<file path="src/safs_pkg.sv">
// Shared constants and types for the slot allocator with a free stack.
// Used by the controller, the datapath, the top level and the checker.
`timescale 1ns / 1ps

package safs_pkg;

  localparam int SLOTS_DEF = 64;
  localparam int DATA_WIDTH_DEF = 32;

  localparam int REQ_W = 2;
  localparam int IDX_W = 6;
  localparam int WORD_W = 32;
  localparam int STAT_W = 2;

  localparam logic [REQ_W-1:0] REQ_ADD = 2'd0;
  localparam logic [REQ_W-1:0] REQ_REMOVE = 2'd1;
  localparam logic [REQ_W-1:0] REQ_GET = 2'd2;

  localparam logic [STAT_W-1:0] STAT_OK = 2'd0;
  localparam logic [STAT_W-1:0] STAT_FULL = 2'd1;
  localparam logic [STAT_W-1:0] STAT_BAD = 2'd2;

  typedef struct packed {
    logic load;
    logic lookup;
    logic commit;
  } safs_cmd_t;

endpackage

</file>
<file path="src/safs_ctrl.sv">
// Request sequencer for the slot allocator: handshakes and step commands.
// Depends on safs_pkg for the command struct.
`timescale 1ns / 1ps

module safs_ctrl (
  input  logic                clk,
  input  logic                rst,
  input  logic                in_valid,
  output logic                in_ready,
  output logic                out_valid,
  input  logic                out_ready,
  output safs_pkg::safs_cmd_t cmd
);
  import safs_pkg::*;

  typedef enum logic [1:0] {
    IDLE,
    LOOKUP,
    FINISH
  } state_t;

  state_t state;
  state_t state_next;
  logic   out_valid_next;

  always_comb begin
    in_ready = (state == IDLE);
    cmd.load = in_valid && (state == IDLE);
    cmd.lookup = (state == LOOKUP);
    cmd.commit = (state == FINISH) && (!out_valid || out_ready);
    state_next = state;
    out_valid_next = out_valid && !out_ready;
    case (state)
      IDLE: begin
        if (in_valid) begin
          state_next = LOOKUP;
        end
      end
      LOOKUP: begin
        state_next = FINISH;
      end
      FINISH: begin
        if (!out_valid || out_ready) begin
          state_next = IDLE;
          out_valid_next = 1'b1;
        end
      end
      default: begin
        state_next = IDLE;
      end
    endcase
  end

  always_ff @(posedge clk) begin
    if (rst) begin
      state <= IDLE;
      out_valid <= 1'b0;
    end else begin
      state <= state_next;
      out_valid <= out_valid_next;
    end
  end

endmodule

</file>
<file path="src/safs_datapath.sv">
// Slot store, free stack, counters and result register of the allocator.
// Depends on safs_pkg for field widths, codes and the command struct.
`timescale 1ns / 1ps

module safs_datapath #(
  parameter int SLOTS = safs_pkg::SLOTS_DEF,
  parameter int DATA_WIDTH = safs_pkg::DATA_WIDTH_DEF
) (
  input  logic                        clk,
  input  logic                        rst,
  input  safs_pkg::safs_cmd_t         cmd,
  input  logic [safs_pkg::REQ_W-1:0]  req_type,
  input  logic [safs_pkg::IDX_W-1:0]  slot_index,
  input  logic                        write_data,
  input  logic [safs_pkg::WORD_W-1:0] data_word,
  output logic [safs_pkg::IDX_W-1:0]  slot_out,
  output logic [safs_pkg::WORD_W-1:0] read_word,
  output logic [safs_pkg::STAT_W-1:0] status
);
  import safs_pkg::*;

  localparam int SW = (SLOTS > 1) ? $clog2(SLOTS) : 1;
  localparam int CW = $clog2(SLOTS + 1);
  localparam int KW = (CW > IDX_W) ? CW : IDX_W;

  logic [DATA_WIDTH-1:0] slot_store [SLOTS];
  logic [SW-1:0]         free_stack [SLOTS];
  logic [CW-1:0]         free_count;
  logic [CW-1:0]         high_water;

  logic [REQ_W-1:0]      req_q;
  logic [IDX_W-1:0]      idx_q;
  logic                  wr_q;
  logic [DATA_WIDTH-1:0] word_q;
  logic [SW-1:0]         stack_q;
  logic [DATA_WIDTH-1:0] store_q;

  logic [CW-1:0]         fc_dec;
  logic [KW-1:0]         idx_k;
  logic                  idx_ok;
  logic                  pop;
  logic                  push;
  logic                  grow;
  logic                  store_we;
  logic [SW-1:0]         store_addr;
  logic [DATA_WIDTH-1:0] store_wd;
  logic [IDX_W-1:0]      slot_res;
  logic [WORD_W-1:0]     word_res;
  logic [STAT_W-1:0]     stat_res;

  always_comb begin
    fc_dec = free_count - CW'(1);
    idx_k = KW'(idx_q);
    idx_ok = (idx_k < KW'(high_water)) && (idx_k < KW'(SLOTS));
    pop = 1'b0;
    push = 1'b0;
    grow = 1'b0;
    store_we = 1'b0;
    store_addr = stack_q;
    store_wd = word_q;
    slot_res = idx_q;
    word_res = '0;
    stat_res = STAT_OK;
    case (req_q)
      REQ_ADD: begin
        if (free_count != '0) begin
          pop = 1'b1;
          store_we = wr_q;
          slot_res = IDX_W'(stack_q);
        end else if (high_water < CW'(SLOTS)) begin
          // A fresh slot is cleared when no word comes with it.
          grow = 1'b1;
          store_we = 1'b1;
          store_addr = high_water[SW-1:0];
          store_wd = wr_q ? word_q : '0;
          slot_res = IDX_W'(high_water[SW-1:0]);
        end else begin
          slot_res = '0;
          stat_res = STAT_FULL;
        end
      end
      REQ_REMOVE: begin
        if (idx_ok && (free_count < CW'(SLOTS))) begin
          push = 1'b1;
        end else begin
          stat_res = STAT_BAD;
        end
      end
      REQ_GET: begin
        if (idx_ok) begin
          word_res = WORD_W'(store_q);
        end else begin
          stat_res = STAT_BAD;
        end
      end
      default: begin
        slot_res = '0;
        stat_res = STAT_BAD;
      end
    endcase
  end

  always_ff @(posedge clk) begin
    if (cmd.load) begin
      req_q <= req_type;
      idx_q <= slot_index;
      wr_q <= write_data;
      word_q <= DATA_WIDTH'(data_word);
    end
    if (cmd.lookup) begin
      stack_q <= free_stack[fc_dec[SW-1:0]];
      store_q <= slot_store[SW'(idx_q)];
    end
    if (cmd.commit && store_we) begin
      slot_store[store_addr] <= store_wd;
    end
    if (cmd.commit && push) begin
      free_stack[free_count[SW-1:0]] <= SW'(idx_q);
    end
    if (cmd.commit) begin
      slot_out <= slot_res;
      read_word <= word_res;
      status <= stat_res;
    end
  end

  always_ff @(posedge clk) begin
    if (rst) begin
      free_count <= '0;
      high_water <= '0;
    end else if (cmd.commit) begin
      if (pop) begin
        free_count <= fc_dec;
      end else if (push) begin
        free_count <= free_count + CW'(1);
      end
      if (grow) begin
        high_water <= high_water + CW'(1);
      end
    end
  end

endmodule

</file>
<file path="src/slot_allocator_free_stack.sv">
// Top level of the slot allocator with LIFO reuse of freed slots.
// Instantiates safs_ctrl and safs_datapath; depends on safs_pkg.
`timescale 1ns / 1ps
//
//   channel   | handshake           | words
//   request   | in_valid, in_ready  | req_type, slot_index, write_data, data_word
//   result    | out_valid, out_ready| slot_out, read_word, status
//
// A request passes through accept, a registered read of the free stack top
// and the addressed slot, then the update and the result register load.
// One request is in work at a time: a new word waits until the last one is through.
// A new request may be accepted while the last result waits; it then holds
// in its final step until the result register is free.
// Synchronous reset empties the free stack and clears the high-water mark.

module slot_allocator_free_stack #(
  parameter int SLOTS = safs_pkg::SLOTS_DEF,
  parameter int DATA_WIDTH = safs_pkg::DATA_WIDTH_DEF
) (
  input  logic                        clk,
  input  logic                        rst,
  input  logic                        in_valid,
  output logic                        in_ready,
  input  logic [safs_pkg::REQ_W-1:0]  req_type,
  input  logic [safs_pkg::IDX_W-1:0]  slot_index,
  input  logic                        write_data,
  input  logic [safs_pkg::WORD_W-1:0] data_word,
  output logic                        out_valid,
  input  logic                        out_ready,
  output logic [safs_pkg::IDX_W-1:0]  slot_out,
  output logic [safs_pkg::WORD_W-1:0] read_word,
  output logic [safs_pkg::STAT_W-1:0] status
);
  import safs_pkg::*;

  safs_cmd_t cmd;

  safs_ctrl u_ctrl (
    .clk       (clk),
    .rst       (rst),
    .in_valid  (in_valid),
    .in_ready  (in_ready),
    .out_valid (out_valid),
    .out_ready (out_ready),
    .cmd       (cmd)
  );

  safs_datapath #(
    .SLOTS      (SLOTS),
    .DATA_WIDTH (DATA_WIDTH)
  ) u_dp (
    .clk        (clk),
    .rst        (rst),
    .cmd        (cmd),
    .req_type   (req_type),
    .slot_index (slot_index),
    .write_data (write_data),
    .data_word  (data_word),
    .slot_out   (slot_out),
    .read_word  (read_word),
    .status     (status)
  );

endmodule

</file>
<file path="config.mk">
export PLATFORM = sky130hd
export DESIGN_NAME = slot_allocator_free_stack
export DESIGN_NICKNAME = d
export VERILOG_FILES = /design/src/safs_pkg.sv /design/src/safs_ctrl.sv /design/src/safs_datapath.sv /design/src/slot_allocator_free_stack.sv
export SDC_FILE = /design/constraint.sdc
export NUM_CORES = 2
export LEC_CHECK = 0
export BUFFER_PORTS_ARGS = -buffer_cell sky130_fd_sc_hd__buf_2
export CAP_MARGIN = 20
export CORE_ASPECT_RATIO = 2
export CORE_MARGIN = 2
export CORE_UTILIZATION = 35
export CTS_BUF_LIST = sky130_fd_sc_hd__clkbuf_8
export DETAILED_ROUTE_END_ITERATION = 12
export SLEW_MARGIN = 10
export SYNTH_ARGS = -nofsm -noshare
export SYNTH_HDL_FRONTEND = slang
export SYNTH_SLANG_ARGS = --single-unit
</file>
<file path="constraint.sdc">
create_clock -name clk -period 5.72 [get_ports clk]
set_clock_uncertainty 0.05 [all_clocks]
set_input_delay 0.572 -clock clk [delete_from_list [all_inputs] [get_ports clk]]
set_output_delay 0.572 -clock clk [all_outputs]
set_load 0.02 [all_outputs]
</file>
==> metrics.txt <==
run status completed; DP Area between 0.1 and 0.15 mm²; clk buf depth 4; max-cap violations 0; initial antenna violation count 14; vias in the first global route 51.43k; Initial DRC Count 4586; Slowest-stage cell, CP edfxtp_1; Post-synth EDFFs 2551; Die H 758.3 µm; HP Class input pin to flip-flop; CTS tree built; final setup violation count 0; Port Buffers 86; Worst-Margin Slew 1.254 ns; most frequent CP cell buf_12; flop-to-flop setup slack 1.10 ns; Area contributors post-synth edfxtp_1, mux4_2, mux2i_1, nor2_1, a22oi_1; Final #Nets 5253; RSZ-0062 raised after global routing no; Async SR Flop Fraction 0; die area 0.2890 mm²; row cnt 277; Worst VDD drop 0.1874 mV; Synth top area share 0.7694; CP Max Fanout 32; synthesized instance count 4764; leading area contributor after synthesis edfxtp_1; DP Worst Slack roughly 1.3 ns; DRC 0; Total Neg Setup Slack 0 ns; final hold vios 0; CTS root buffer clkbuf_8; vias per cell around 5.4; flops & latches, synth 2568; Seq/Total Area, Yosys 0.7728; Critical Path End Type flip-flop; via count 49.85k; Clock Latency Late Sink 1.01 ns; Yosys warnings 0; largest net degree at the start of global routing ~140; Total Wirelength 285800 µm; Post-synth top cells edfxtp_1, mux4_2, mux2i_1; post-synth cell types 54; # IOs 87; worst rel slew slack 0.1638; cell area power density 323.7 mW/mm²; fin area about 0.11 mm²; DRT Pass-1 Iters 6; initial cell density of the core 0.3508; Startpoint Class flip-flop; final worst slack 1.101 ns; Crit path arrival time 5.32 ns; CP Class flip-flop to flip-flop; Final Wtd Congestion 0.9607; Resize count post-CTS 0; leakage 36.01 nW; post-synth net total between 4k and 5k; placed cell count 8577; synthesized area per cell approximately 21 µm²; Fmax between 0.2 and 0.25 GHz; count of pins over their slew limit 0; overall routing resource usage 0.1941; Mapped Area 0.09957 mm²; most used flip-flop cell after synthesis edfxtp_1; Wirelength per Cell slightly above 30 µm; most frequent cell after synthesis edfxtp_1; clock slew at reported path FFs 0.07 ns; worst-path cell chain buf_12 -> buf_12 -> buf_4 -> mux2i_1 -> a22o_1 -> a221oi_1 -> o21ai_0 -> o2111ai_1 -> o221a_2; Detail Route Antenna Nets 0; P&R area growth vs syn 13.43%; CTS Buf Count 337; Final Non-Filler Cells about 9k; grt total ovfl 0; Core ar. 0.2839 mm²; Largest stage delay, worst path 1.12 ns; die width 381.1 µm; Num Clock Sinks 2568; ratio of cells with drive above 1 in the final layout 0.2534; H-Tree Depth 5; Worst EP required 6.42 ns; fin crit share 0.8076; DP HPWL approximately 190000 µm; minimum clock period after layout around 4.6 ns; first-pass GRT wire length 396900 µm
==> layout by cell type, fill, tap and decap left out, types with 70 or more instances in the layout <==
cell type  instances
buf_2             89
nand2_1          126
edfxtp_1        2551
mux2i_1          366
buf_4            206
a22o_1            70
mux4_2           484
nor2_1           146
inv_1            105
clkinv_1          79
a22oi_1           86
clkbuf_8         342
==> worst max-delay path, delay by kind of cell, from the launching register on <==
kind | cells | cell delay (ns)
compound gates | 5 | 1.76
buf+inv | 3 | 1.14
flops | 1 | 1.12
mux | 1 | 0.29
==> registers in the layout, summed over array words and instances, names as in the netlist <==
register and count:
u_dp.status 2, u_dp.idx_q 6, u_dp.req_q 2, u_dp.read_word 32, u_dp.slot_out 6, u_dp.stack_q 6, u_dp.word_q 32, u_ctrl.state 2
u_dp.high_water 7, u_dp.slot_store 2048, u_dp.free_count 7, u_dp.wr_q 1, u_ctrl.out_valid 1, u_dp.free_stack 384, u_dp.store_q 32
==> power breakdown <==
group          leakage, nW  total (W)  switching (W)  internal, W
logic                 9.31    0.00244        0.00169     0.000746
clock network         3.55     0.0132        0.00689      0.00631
registers             23.1     0.0209      0.0000615       0.0209
==> metal layers <==
layer | global-route usage | vias to the layer above | part of all wire
li1 | - | 20724 | -
met1 | 0.1980 | 26574 | 0.33
met2 | 0.3553 | 1932 | 0.53
met3 | 0.03185 | 614 | 0.053
met4 | 0.1433 | 2 | 0.084
met5 | 0 | - | 0.000024
==> final timing paths <==
path / cells after the start / from / end
hold reg to reg: 2 / u_ctrl.state[1] / u_ctrl.out_valid
hold / removal: 2 / slot_index[5] / u_dp.idx_q[5]
setup / recovery: 9 / u_dp.idx_q[0] / u_dp.store_q[0]
setup reg to reg: 9 / u_dp.idx_q[0] / u_dp.store_q[0]
==> through the flow <==
step             util  hold slack [ns]  total power, W
6_report       0.3979           0.2134         0.03656
5_1_grt        0.3978           0.1968         0.03757
4_1_cts        0.3976           0.1417         0.03685
3_5_place_dp   0.3740           0.5135         0.02373
3_3_place_gp   0.3740           0.5089         0.02370
2_1_floorplan       -           0.4462         0.02255
==> logic make-up after synthesis <==
kind of cell | after synthesis | synth area share
flops | 2568 | 0.7728
mux | 855 | 0.1468
simple gates | 534 | 0.02487
compound gates | 496 | 0.03752
buf+inv | 287 | 0.01542
xor+xnor | 12 | 0.001056
fa+ha+maj | 12 | 0.001508
==> what timing repair did <==
item | in CTS | in global routing
hold buffers | 43 | 0
setup buffers | 0 | 0
endpoints found under the hold margin | 56 | 0
==> final cells by class <==
| cell class | instances | area (µm²) |
|---|---|---|
| Clock buffer | 342 | 4707 |
| Tap cell | 3766 | 4712 |
| Clock inverter | 258 | 1565 |
| Antenna cell | 15 | 37.54 |
| Multi-Input combinational cell | 1909 | 21930 |
| Timing Repair Buffer | 366 | 2983 |
| Inverter | 14 | 52.55 |
| Sequential cell | 2568 | 76950 |
| Fill cell | 25130 | 170900 |
(Power assumes the default switching activity.)
